File: src/hdl/tagged_value_stream_decoder_assert.svh
// assertion macros shared by the tagged value stream decoder modules
// depends on nothing; included inside module bodies
`ifndef TAGGED_VALUE_STREAM_DECODER_ASSERT_SVH
`define TAGGED_VALUE_STREAM_DECODER_ASSERT_SVH

// same-cycle implication, off during reset
`define TVSD_ASSERT_IMPL(label, clk, rst_n, ante, cons) \
    label: assert property (@(posedge clk) disable iff (!(rst_n)) (ante) |-> (cons)) \
        else $error("tvsd assertion failed: same-cycle implication");

// next-cycle implication, off during reset
`define TVSD_ASSERT_NEXT(label, clk, rst_n, ante, cons) \
    label: assert property (@(posedge clk) disable iff (!(rst_n)) (ante) |=> (cons)) \
        else $error("tvsd assertion failed: next-cycle implication");

`endif

File: src/hdl/tvsd_pkg.sv
// types and constants of the tagged value stream decoder
// depends on nothing
package tvsd_pkg;

    // tag bytes
    localparam logic [7:0] TAG_U8  = 8'h88;
    localparam logic [7:0] TAG_U16 = 8'h90;
    localparam logic [7:0] TAG_U32 = 8'hA0;
    localparam logic [7:0] TAG_U64 = 8'hC0;
    localparam logic [7:0] TAG_STR = 8'hA2;

    localparam int unsigned VALUE_W = 64;
    localparam int unsigned LEN_W   = 32;

    // decoder phase
    typedef enum logic [2:0] {
        PH_TAG     = 3'd0,
        PH_INT     = 3'd1,
        PH_LENTAG  = 3'd2,
        PH_LEN     = 3'd3,
        PH_PAYLOAD = 3'd4
    } t_phase;

    // result kind
    typedef enum logic [2:0] {
        KIND_U8      = 3'd0,
        KIND_U16     = 3'd1,
        KIND_U32     = 3'd2,
        KIND_U64     = 3'd3,
        KIND_STRLEN  = 3'd4,
        KIND_STRBYTE = 3'd5,
        KIND_ERROR   = 3'd6
    } t_kind;

    // one decoded result from the core
    typedef struct packed {
        logic                 valid;
        t_kind                kind;
        logic [VALUE_W-1:0]   value;
        logic                 last;
    } t_result;

endpackage

File: src/hdl/tvsd_byte_if.sv
// byte stream channel with valid/ready handshake
// depends on nothing
interface tvsd_byte_if;
    logic       valid;
    logic       ready;
    logic [7:0] in_byte;

    modport source (output valid, output in_byte, input ready);
    modport sink   (input valid, input in_byte, output ready);
endinterface

File: src/hdl/tvsd_result_if.sv
// decoded result channel with valid/ready handshake
// depends on nothing
interface tvsd_result_if;
    logic        valid;
    logic        ready;
    logic [2:0]  kind;
    logic [63:0] value;
    logic        last;

    modport source (output valid, output kind, output value, output last, input ready);
    modport sink   (input valid, input kind, input value, input last, output ready);
endinterface

File: src/hdl/tvsd_in_stage.sv
// input register of the decoder: holds one byte until the core takes it
// depends on tvsd_byte_if
module tvsd_in_stage (
    input  logic         i_clk,
    input  logic         i_rst_n,
    tvsd_byte_if.sink    i_in,
    input  logic         i_can_load,
    output logic         o_valid,
    output logic [7:0]   o_byte
);
    logic       r_valid;
    logic [7:0] r_byte;
    logic       w_take;

    // the register frees up when the core consumes its byte
    assign i_in.ready = !r_valid || i_can_load;
    assign w_take     = i_in.valid && i_in.ready;

    // valid flag
    always_ff @(posedge i_clk) begin
        if (!i_rst_n) begin
            r_valid <= 1'b0;
        end else if (i_in.ready) begin
            r_valid <= i_in.valid;
        end
    end

    // payload, no reset
    always_ff @(posedge i_clk) begin
        if (w_take) begin
            r_byte <= i_in.in_byte;
        end
    end

    assign o_valid = r_valid;
    assign o_byte  = r_byte;
endmodule

File: src/hdl/tvsd_core.sv
// decode state machine: tag hunting, integer and length collection, payload
// depends on tvsd_pkg and tagged_value_stream_decoder_assert.svh
module tvsd_core (
    input  logic              i_clk,
    input  logic              i_rst_n,
    input  logic              i_fire,
    input  logic [7:0]        i_byte,
    output tvsd_pkg::t_result o_res
);
    import tvsd_pkg::*;

    t_phase              r_phase, n_phase;
    t_kind               r_item_kind, n_item_kind;
    logic [3:0]          r_bytes_left, n_bytes_left;
    logic [VALUE_W-1:0]  r_acc, n_acc;
    logic [LEN_W-1:0]    r_payload_left, n_payload_left;

    logic [VALUE_W-1:0]  w_acc_shift;
    logic [3:0]          w_bl_dec;
    logic                w_bl_done;
    logic [LEN_W-1:0]    w_pl_dec;
    logic                w_len_zero;
    t_result             w_res;

    // shared datapath terms
    assign w_acc_shift = {r_acc[VALUE_W-9:0], i_byte};
    assign w_bl_dec    = (r_bytes_left != 4'd0) ? r_bytes_left - 4'd1 : 4'd0;
    assign w_bl_done   = (w_bl_dec == 4'd0);
    assign w_pl_dec    = (r_payload_left != '0) ? r_payload_left - LEN_W'(1) : '0;
    assign w_len_zero  = (w_acc_shift[LEN_W-1:0] == '0);

    // next phase
    always_comb begin
        n_phase = PH_TAG;
        unique case (r_phase)
            PH_INT: begin
                n_phase = w_bl_done ? PH_TAG : PH_INT;
            end
            PH_LEN: begin
                if (!w_bl_done) begin
                    n_phase = PH_LEN;
                end else begin
                    n_phase = w_len_zero ? PH_TAG : PH_PAYLOAD;
                end
            end
            PH_LENTAG: begin
                n_phase = (i_byte == TAG_U32) ? PH_LEN : PH_TAG;
            end
            PH_PAYLOAD: begin
                n_phase = (w_pl_dec == '0) ? PH_TAG : PH_PAYLOAD;
            end
            default: begin
                unique case (i_byte)
                    TAG_U8, TAG_U16, TAG_U32, TAG_U64: n_phase = PH_INT;
                    TAG_STR:                           n_phase = PH_LENTAG;
                    default:                           n_phase = PH_TAG;
                endcase
            end
        endcase
    end

    // next counters and accumulator
    always_comb begin
        n_item_kind    = r_item_kind;
        n_bytes_left   = r_bytes_left;
        n_acc          = r_acc;
        n_payload_left = r_payload_left;
        unique case (r_phase)
            PH_INT: begin
                n_acc        = w_acc_shift;
                n_bytes_left = w_bl_dec;
            end
            PH_LEN: begin
                n_acc        = w_acc_shift;
                n_bytes_left = w_bl_dec;
                if (w_bl_done) begin
                    n_payload_left = w_acc_shift[LEN_W-1:0];
                end
            end
            PH_LENTAG: begin
                if (i_byte == TAG_U32) begin
                    n_bytes_left = 4'd4;
                    n_acc        = '0;
                end
            end
            PH_PAYLOAD: begin
                n_payload_left = w_pl_dec;
            end
            default: begin
                unique case (i_byte)
                    TAG_U8: begin
                        n_item_kind  = KIND_U8;
                        n_bytes_left = 4'd1;
                        n_acc        = '0;
                    end
                    TAG_U16: begin
                        n_item_kind  = KIND_U16;
                        n_bytes_left = 4'd2;
                        n_acc        = '0;
                    end
                    TAG_U32: begin
                        n_item_kind  = KIND_U32;
                        n_bytes_left = 4'd4;
                        n_acc        = '0;
                    end
                    TAG_U64: begin
                        n_item_kind  = KIND_U64;
                        n_bytes_left = 4'd8;
                        n_acc        = '0;
                    end
                    default: begin
                    end
                endcase
            end
        endcase
    end

    // result for the current byte
    always_comb begin
        w_res.valid = 1'b0;
        w_res.kind  = KIND_ERROR;
        w_res.value = '0;
        w_res.last  = 1'b1;
        unique case (r_phase)
            PH_INT: begin
                w_res.valid = w_bl_done;
                w_res.kind  = r_item_kind;
                w_res.value = w_acc_shift;
            end
            PH_LEN: begin
                w_res.valid = w_bl_done;
                w_res.kind  = KIND_STRLEN;
                w_res.value = {{(VALUE_W-LEN_W){1'b0}}, w_acc_shift[LEN_W-1:0]};
                w_res.last  = w_len_zero;
            end
            PH_LENTAG: begin
                w_res.valid = (i_byte != TAG_U32);
            end
            PH_PAYLOAD: begin
                w_res.valid = 1'b1;
                w_res.kind  = KIND_STRBYTE;
                w_res.value = {{(VALUE_W-8){1'b0}}, i_byte};
                w_res.last  = (w_pl_dec == '0);
            end
            default: begin
                unique case (i_byte)
                    TAG_U8, TAG_U16, TAG_U32, TAG_U64, TAG_STR: w_res.valid = 1'b0;
                    default:                                    w_res.valid = 1'b1;
                endcase
            end
        endcase
        w_res.valid = w_res.valid && i_fire;
    end

    assign o_res = w_res;

    // phase register
    always_ff @(posedge i_clk) begin
        if (!i_rst_n) begin
            r_phase <= PH_TAG;
        end else if (i_fire) begin
            r_phase <= n_phase;
        end
    end

    // item state registers
    always_ff @(posedge i_clk) begin
        if (!i_rst_n) begin
            r_item_kind    <= KIND_U8;
            r_bytes_left   <= 4'd0;
            r_acc          <= '0;
            r_payload_left <= '0;
        end else if (i_fire) begin
            r_item_kind    <= n_item_kind;
            r_bytes_left   <= n_bytes_left;
            r_acc          <= n_acc;
            r_payload_left <= n_payload_left;
        end
    end

    `include "tagged_value_stream_decoder_assert.svh"

    // every payload byte transfer yields a string byte result
    `TVSD_ASSERT_IMPL(a_payload_emits, i_clk, i_rst_n, i_fire && (r_phase == PH_PAYLOAD), w_res.valid && (w_res.kind == KIND_STRBYTE))
    // an error result carries value zero and ends the item
    `TVSD_ASSERT_IMPL(a_error_shape, i_clk, i_rst_n, w_res.valid && (w_res.kind == KIND_ERROR), (w_res.value == '0) && w_res.last)
    // a result that does not end its item leaves the core in the payload phase
    `TVSD_ASSERT_NEXT(a_open_string, i_clk, i_rst_n, w_res.valid && !w_res.last, r_phase == PH_PAYLOAD)
    // the byte counter never exceeds one 64-bit integer
    `TVSD_ASSERT_IMPL(a_bytes_range, i_clk, i_rst_n, 1'b1, r_bytes_left <= 4'd8)
endmodule

File: src/hdl/tvsd_out_stage.sv
// result register of the decoder, drives the result channel
// depends on tvsd_pkg, tvsd_result_if and tagged_value_stream_decoder_assert.svh
module tvsd_out_stage (
    input  logic              i_clk,
    input  logic              i_rst_n,
    input  tvsd_pkg::t_result i_res,
    output logic              o_can_load,
    tvsd_result_if.source     o_out
);
    import tvsd_pkg::*;

    logic               r_valid;
    t_kind              r_kind;
    logic [VALUE_W-1:0] r_value;
    logic               r_last;

    // register may be refilled when empty or being drained this cycle
    assign o_can_load = !r_valid || o_out.ready;

    // valid flag
    always_ff @(posedge i_clk) begin
        if (!i_rst_n) begin
            r_valid <= 1'b0;
        end else if (o_can_load) begin
            r_valid <= i_res.valid;
        end
    end

    // payload, no reset
    always_ff @(posedge i_clk) begin
        if (o_can_load && i_res.valid) begin
            r_kind  <= i_res.kind;
            r_value <= i_res.value;
            r_last  <= i_res.last;
        end
    end

    assign o_out.valid = r_valid;
    assign o_out.kind  = r_kind;
    assign o_out.value = r_value;
    assign o_out.last  = r_last;

    `include "tagged_value_stream_decoder_assert.svh"

    // a new result only arrives when there is room for it
    `TVSD_ASSERT_IMPL(a_no_overwrite, i_clk, i_rst_n, i_res.valid, o_can_load)
    // a loaded result shows up on the channel next cycle
    `TVSD_ASSERT_NEXT(a_load_shows, i_clk, i_rst_n, i_res.valid, r_valid)
    // a stalled result is kept
    `TVSD_ASSERT_NEXT(a_stall_keeps, i_clk, i_rst_n, r_valid && !o_out.ready, r_valid)
endmodule

File: src/hdl/tagged_value_stream_decoder.sv
// tagged value stream decoder: one byte per cycle while o_out is not stalled, two-stage registered pipeline
// path: a byte is taken into the input register, decoded combinationally, and its result is held
//   in the result register that drives o_out
// throughput: one byte per cycle while o_out is not stalled, set by the combinational decode between the two registers
// reset: synchronous active-low i_rst_n empties both registers and returns to tag hunting
module tagged_value_stream_decoder (
    input  logic          i_clk,
    input  logic          i_rst_n,
    tvsd_byte_if.sink     i_in,
    tvsd_result_if.source o_out
);
    import tvsd_pkg::*;

    logic       w_in_valid;
    logic [7:0] w_in_byte;
    logic       w_can_load;
    logic       w_fire;
    t_result    w_res;

    // byte leaves the input register when the result register has room
    assign w_fire = w_in_valid && w_can_load;

    tvsd_in_stage u_in_stage (
        .i_clk      (i_clk),
        .i_rst_n    (i_rst_n),
        .i_in       (i_in),
        .i_can_load (w_can_load),
        .o_valid    (w_in_valid),
        .o_byte     (w_in_byte)
    );

    tvsd_core u_core (
        .i_clk   (i_clk),
        .i_rst_n (i_rst_n),
        .i_fire  (w_fire),
        .i_byte  (w_in_byte),
        .o_res   (w_res)
    );

    tvsd_out_stage u_out_stage (
        .i_clk      (i_clk),
        .i_rst_n    (i_rst_n),
        .i_res      (w_res),
        .o_can_load (w_can_load),
        .o_out      (o_out)
    );
endmodule

File: src/flat_wrapper.sv
// flat-port wrapper written by rule: the top's interface ports become plain ports
module tagged_value_stream_decoder_flat import tvsd_pkg::*;
  (i_clk, i_rst_n, i_in_valid, i_in_in_byte, i_in_ready, o_out_valid, o_out_kind, o_out_value, o_out_last, o_out_ready);
  tvsd_byte_if i_in_i ();
  tvsd_result_if o_out_i ();
  input  logic i_clk;
  input  logic i_rst_n;
  input wire logic [$bits(i_in_i.valid)-1:0] i_in_valid;
  input wire logic [$bits(i_in_i.in_byte)-1:0] i_in_in_byte;
  output wire logic [$bits(i_in_i.ready)-1:0] i_in_ready;
  output wire logic [$bits(o_out_i.valid)-1:0] o_out_valid;
  output wire logic [$bits(o_out_i.kind)-1:0] o_out_kind;
  output wire logic [$bits(o_out_i.value)-1:0] o_out_value;
  output wire logic [$bits(o_out_i.last)-1:0] o_out_last;
  input wire logic [$bits(o_out_i.ready)-1:0] o_out_ready;
  assign i_in_i.valid = i_in_valid;
  assign i_in_i.in_byte = i_in_in_byte;
  assign i_in_ready = i_in_i.ready;
  assign o_out_valid = o_out_i.valid;
  assign o_out_kind = o_out_i.kind;
  assign o_out_value = o_out_i.value;
  assign o_out_last = o_out_i.last;
  assign o_out_i.ready = o_out_ready;
  tagged_value_stream_decoder u_core (.i_clk(i_clk), .i_rst_n(i_rst_n), .i_in(i_in_i), .o_out(o_out_i));
endmodule
File: config.mk
export PLATFORM = sky130hd
export DESIGN_NAME = tagged_value_stream_decoder_flat
export DESIGN_NICKNAME = d
export VERILOG_FILES = /design/src/hdl/tvsd_pkg.sv /design/src/hdl/tvsd_byte_if.sv /design/src/hdl/tvsd_result_if.sv /design/src/hdl/tvsd_in_stage.sv /design/src/hdl/tvsd_core.sv /design/src/hdl/tvsd_out_stage.sv /design/src/hdl/tagged_value_stream_decoder.sv /design/src/flat_wrapper.sv
export VERILOG_INCLUDE_DIRS = /design/src /design/src/hdl
export SDC_FILE = /design/constraint.sdc
export NUM_CORES = 1
export LEC_CHECK = 0
export ABC_AREA = 1
export ABC_CLOCK_PERIOD_IN_PS = 7800
export BUFFER_PORTS_ARGS = -buffer_cell sky130_fd_sc_hd__buf_2
export CORE_MARGIN = 4
export CORE_UTILIZATION = 57
export DETAILED_ROUTE_END_ITERATION = 10
export PLACE_DENSITY_LB_ADDON = 0.2
export SLEW_MARGIN = 20
export SYNTH_ARGS = -nofsm -noshare
export SYNTH_HDL_FRONTEND = slang
export SYNTH_SLANG_ARGS = --single-unit
File: constraint.sdc
create_clock -name i_clk -period 7.8 [get_ports i_clk]
set_clock_uncertainty 0.15 [all_clocks]
set_input_delay 0 -clock i_clk [delete_from_list [all_inputs] [get_ports i_clk]]
set_output_delay 0 -clock i_clk [all_outputs]
set_load 0.01 [all_outputs]
After elaboration in Yosys (flattened, before gate mapping) --
Cells that the tools add are included.
Storage, ports and cells: word-level logic and storage cells 74, output and inout port bits 70, input port bits 12, register bits 176
Cells by class: equal/unequal tests 12, bitwise logic cells 2, $add $sub $neg 2, multiplexer cells 22, reduce and logical (&&, ||, !) cells 25
Operators with widths (count):
- 67-bit case mux with 3 select lines | 1
- 56-bit case mux with 3 select lines | 1
- 56-bit two-way mux | 2
- 32-bit zero test | 2
- 32-bit two-way mux | 2
- 32-bit case mux with 2 select lines | 1
- 8-bit equality test (second input constant) | 5
- 32-bit nonzero test | 1
- 32-bit by 1-bit subtractor with 32-bit output (second input constant) | 1
- 3-bit case mux with 4 select lines | 2
- 4-bit case mux with 4 select lines | 1
- 4-bit case mux with 3 select lines | 1
- 3-bit two-way mux | 3
- 4-bit two-way mux | 2
- 8-bit inequality test (second input constant) | 1
- 4-bit AND reduction | 2
- 4-bit nonzero test | 2
- 4-bit OR reduction | 2
- 3-bit by 2-bit equality test with 1-bit output (second input constant) | 2
- 3-bit AND reduction | 2
- 5-bit nonzero test | 1
- 5-bit OR reduction | 1
- 1-bit logical AND | 4
- 4-bit zero test | 1
- 15 further kinds | 20

Longest topological paths before layout --
depth in word-level cells 6, depth in mapped cells 18, depth with buffers taken out 18

Hierarchy --
From an unflattened synthesis, not the netlist that was laid out.
Unflattened totals: cells, all modules 1005, area, all modules 8101.5 um^2
By module, submodules not included:
- tvsd_core | cells an instance 913, area each 5709.2 um^2, times used 1, sequential area each 1941.9 um^2
- tvsd_out_stage | cells an instance 75, area each 2093.3 um^2, times used 1, sequential area each 2062.0 um^2
- tvsd_in_stage | cells an instance 15, area each 291.5 um^2, times used 1, sequential area each 260.2 um^2
- tagged_value_stream_decoder | cells an instance 2, area each 7.5 um^2, times used 1, sequential area each 0.0 um^2

Worst setup path after synthesis --
OpenSTA, ideal clock, no wires.
path type register to register, from register u_core.u_core.r_phase[2], to register u_core.u_out_stage.r_kind[0] (netlist: u_core.u_out_stage.o_out.kind[0]) (enable), setup time 0.597 ns, period minus slack after synthesis 6.944 ns, buffers on the path 0, arrival time 6.198 ns, slack 0.856 ns, data required time 7.053 ns, cell stages (with the launch flop) 9, cells stage by stage dfxtp_1 -> inv_1 -> nand2_1 -> inv_1 -> nor2_2 -> inv_2 -> nor2_1 -> o21ai_0 -> o31ai_1
Between the ends: longest elaborated chain between the ends 5, elaborated cells on any way between the ends 8, classes of those cells eq/ne: 4; mux: 1; reduce/logical: 3
RTL lines:
- start: declaration | line tvsd_core.sv:12 | t_phase r_phase, n_phase;
- start signal: assignment | line tvsd_core.sv:162 | r_phase <= n_phase;
- 3-bit by 2-bit equality test with 1-bit output or 3-bit by 1-bit equality test with 1-bit output (tied branches) | line tvsd_core.sv:124 | unique case (r_phase)
- 2-bit OR reduction (no line)
- 1-bit case mux with 3 select lines * | line tvsd_core.sv:124
- 1-bit logical AND * | line tvsd_core.sv:152 | w_res.valid = w_res.valid && i_fire;
- 1-bit logical AND * | line tvsd_out_stage.sv:31 | if (o_can_load && i_res.valid) begin
- end signal: assignment | line tvsd_out_stage.sv:32 | r_kind <= i_res.kind;
- end: declaration | line tvsd_out_stage.sv:13 | t_kind r_kind;
Every way passes the cells marked *; elsewhere a longest branch is shown, timed or not. A chain may end at the register's enable or synchronous reset.

Worst setup path in the final report --
from register u_core.u_core.r_phase[2], to register u_core.u_out_stage.r_value[10] (netlist: u_core.u_out_stage.o_out.value[10]) (enable)
Between the ends: longest elaborated chain between the ends 5, elaborated cells on any way between the ends 8, classes of those cells eq/ne: 4; mux: 1; reduce/logical: 3
RTL lines:
- 3-bit by 2-bit equality test with 1-bit output or 3-bit by 1-bit equality test with 1-bit output (tied branches) | line tvsd_core.sv:124
- 2-bit OR reduction (no line)
- 1-bit case mux with 3 select lines * | line tvsd_core.sv:124
- 1-bit logical AND * | line tvsd_core.sv:152
- 1-bit logical AND * | line tvsd_out_stage.sv:31
- end signal: assignment | line tvsd_out_stage.sv:33 | r_value <= i_res.value;
- end: declaration | line tvsd_out_stage.sv:14 | logic [VALUE_W-1:0] r_value;
Marked as above.

==> run_results.csv <==
group,metric,value,unit
floorplanning,die_h,128,µm
route,via_count,6944,
global_route,grt_pass1_vias,6387,
floorplanning,die_area,0.0163,mm²
placed_design,gp_congestion,0.929,
route,drt_first_pass_iters,5,
critical_path,cp-start-kind,"flop",
clock_network,cts_tree,"built",
floorplanning,die_w,128,µm
route,dr_wl_met2,9390,µm
clock_network,h-tree-depth,4,
route,met3_length,1330,µm
timing,period_share,63.8,%
synth,ys_ff_latch,175,
run,cap_violations,0,
route,first_iter_violations,629,
power_and_ir_drop,leakagePower,3.75,nW
synth,ys.flop_type,"dfxtp_1",
critical_path,cp-end-kind,"flop",
clock_network,clk_pin_slew,0.07,ns
timing,setup_ws,2.82,ns
clock_network,clk_latency,0.44,ns
clock_network,cts_root_buf,"clkbuf_16",
timing,setup_tns,0,ns
critical_path,cp_cell_sequence,"inv_1, nand2_1, inv_1, buf_4, nor2_2, inv_2, nor2_1, o21ai_0, o31ai_4, buf_4",
synth,ys_seq_area_share,52.1,%
layout,nNetsFinal,1045,
route,routed_wl,20400,µm
layout,layout-drive-gt1-share,16.5,%
route,drc,0,
global_route,antenna_found_initial,0,
critical_path,cp_max_fo,49,
clock_network,cts_made_buffers,17,
placed_design,port_buffers,81,
critical_path,required,7.72,ns
timing,drv_slew,0,
timing,relSlewSlack,29.2,%
critical_path,crit_type,"flop to flop",
global_route,grt_pass1_wl,33100,µm
timing,setup_viol,0,
route,avgRoutedWirePerCell,16.6,µm
synth,ys_warn_count,0,
synth,syn_nets,975,
synth,syn_area_per_cell,8.50,µm²
synth,netlist_area,0.00818,mm²
layout,syn_to_final_growth,15.1,%
floorplanning,core_area,0.0140,mm²
min_path,hp-class,"primary input to flop",
timing,rsz0062_at_grt,"false",
route,ant_nets,0,
timing,hold_violations,0,
clock_network,clock-sinks,175,
global_route,grt_usage,25.5,%
layout,antenna-diode-count,0,
power_and_ir_drop,finalPower,1.97,mW
floorplanning,ios,82,
critical_path,cp.arrival,4.89,ns
global_route,grt_max_degree,66,
synth,synth_edf_count,76,
power_and_ir_drop,pwr_density_cell,210,mW/mm²
timing,worst_slew_pin_slew,1.06,ns
clock_network,clock_path_buffers,2,
route,routed_via_density,5.67,
timing,period_needed,4.98,ns
clock_network,cts_resized,0,
global_route,overflow,0,
status,status,"finished clean",
critical_path,crit_path_max_incr_delay,0.93,ns
critical_path,cpMaxStageDelayCell,"o31ai_4",
floorplanning,start_util,58.5,%
route,top_layer,"met4",
timing,fmax,201,MHz
synth,synthArstFlopShare,0,%
placed_design,dp_worst_setup_slack,2.90,ns
route,wl_met1,9380,µm
power_and_ir_drop,irDropWorstVdd,0.155,mV
synth,netlist_instances,962,
synth,synth.distinct_cells,38,
floorplanning,rows,43,
placed_design,dpl.hpwl,13500,µm
synthesized netlist by cell type (8+ instances only):
cell type | count | area share [%]
a211oi_1 | 8 | 0.73
a211oi_2 | 26 | 4.0
a21oi_1 | 103 | 6.3
a221oi_1 | 26 | 2.8
buf_2 | 11 | 0.67
clkbuf_1 | 30 | 1.4
dfxtp_1 | 99 | 24
edfxtp_1 | 76 | 28
inv_1 | 122 | 5.6
nand2_1 | 132 | 6.1
nand3_1 | 51 | 3.1
nand4_1 | 29 | 2.2
nor2_1 | 145 | 6.7
o21ai_0 | 38 | 2.3
logic make-up after synthesis:
group | Yosys count | share of synthesized area [%]
AOI/OAI and AO/OA | 214 | 17.2
xor gates and xnor gates | 8 | 0.857
adders and majority gates | 1 | 0.153
buffers and inverters | 179 | 8.89
DFF | 175 | 52.1
and+or+nand+nor | 385 | 20.8
critical path: cells and delay by family, from the launching register on:
family / cells / cell delay, ns
buf+inv: 5 / 1.68
simple gates: 3 / 1.19
compound gates: 2 / 1.12
flops: 1 / 0.38
path summary, 6_finish.rpt:
path | from | end | depth (start not counted) | slack [ns]
worst max-delay path | u_core.u_core.r_phase[2] | u_core.u_out_stage.o_out.value[10] | 10 | 2.82
worst min-delay path | i_in_in_byte[0] | u_core.u_in_stage.o_byte[0] | 2 | 0.13
worst min register to register | u_core.u_core.r_acc[54] | u_core.u_core.r_acc[54] | 2 | 0.32
worst max register to register | u_core.u_core.r_phase[2] | u_core.u_out_stage.o_out.value[10] | 10 | 2.82
through the flow:
| stage | instance area, µm² | hold WS [ns] | utilization (%) | std cells |
|---|---|---|---|---|
| global placement | 8640 | 0.0276 | 61.8 | 1179 |
| detailed placement | 8640 | 0.0282 | 61.8 | 1179 |
| CTS | 9410 | 0.124 | 67.3 | 1225 |
| floorplan | 8180 | -0.0511 | - | 962 |
| global route | 9410 | 0.138 | 67.3 | 1225 |
| finish | 9410 | 0.127 | 67.3 | 1225 |
power by group:
part	switching (mW)	internal, mW	total, mW
clock	0.386	0.517	0.902
sequential	0.0100	0.977	0.987
combinational	0.0571	0.0278	0.0849
sequential cells by signal, summed over array words and instances, names as in the netlist:
name / cells
u_core.u_out_stage.o_out.value: 64
u_core.u_core.r_acc: 56
u_core.u_core.r_payload_left: 32
u_core.u_in_stage.o_byte: 8
u_core.u_core.r_bytes_left: 4
u_core.u_core.r_phase: 3
u_core.u_out_stage.o_out.kind: 3
u_core.u_core.r_item_kind: 2
u_core.u_in_stage.o_valid: 1
u_core.u_out_stage.o_out.last: 1
u_core.u_out_stage.o_out.valid: 1
area by class of cell:
type | count | area (µm²)
multi-input combinational | 608 | 3220
inverter | 129 | 484
fill | 1157 | 4570
tap | 180 | 225
clock buffer | 17 | 425
timing repair buffer | 101 | 591
clock inverter | 15 | 201
sequential | 175 | 4260
placed cells by master (no fill, tap or decap), types with 8 or more instances in the layout:
cell type        n
nand4_1         29
a221oi_1        26
o21ai_0         38
nor2_1         145
edfxtp_1        76
dlygate4sd3_1   14
clkbuf_16       17
a211oi_2        26
nand3_1         51
dfxtp_1         99
a21oi_1        103
inv_1          122
a211oi_1         8
nand2_1        131
buf_2           81
routing by layer:
metal,GRT usage [%],vias up
met4,6.87,0
met3,4.83,25
met2,39.2,253
li1,-,3409
met5,0,-
met1,37.4,3257
what timing repair did:
action / in CTS / in global routing
hold buffers: 14 / 0
hold endpoints to repair: 46 / 0
buffers inserted: 0 / 0
(Power assumes the default switching activity.)
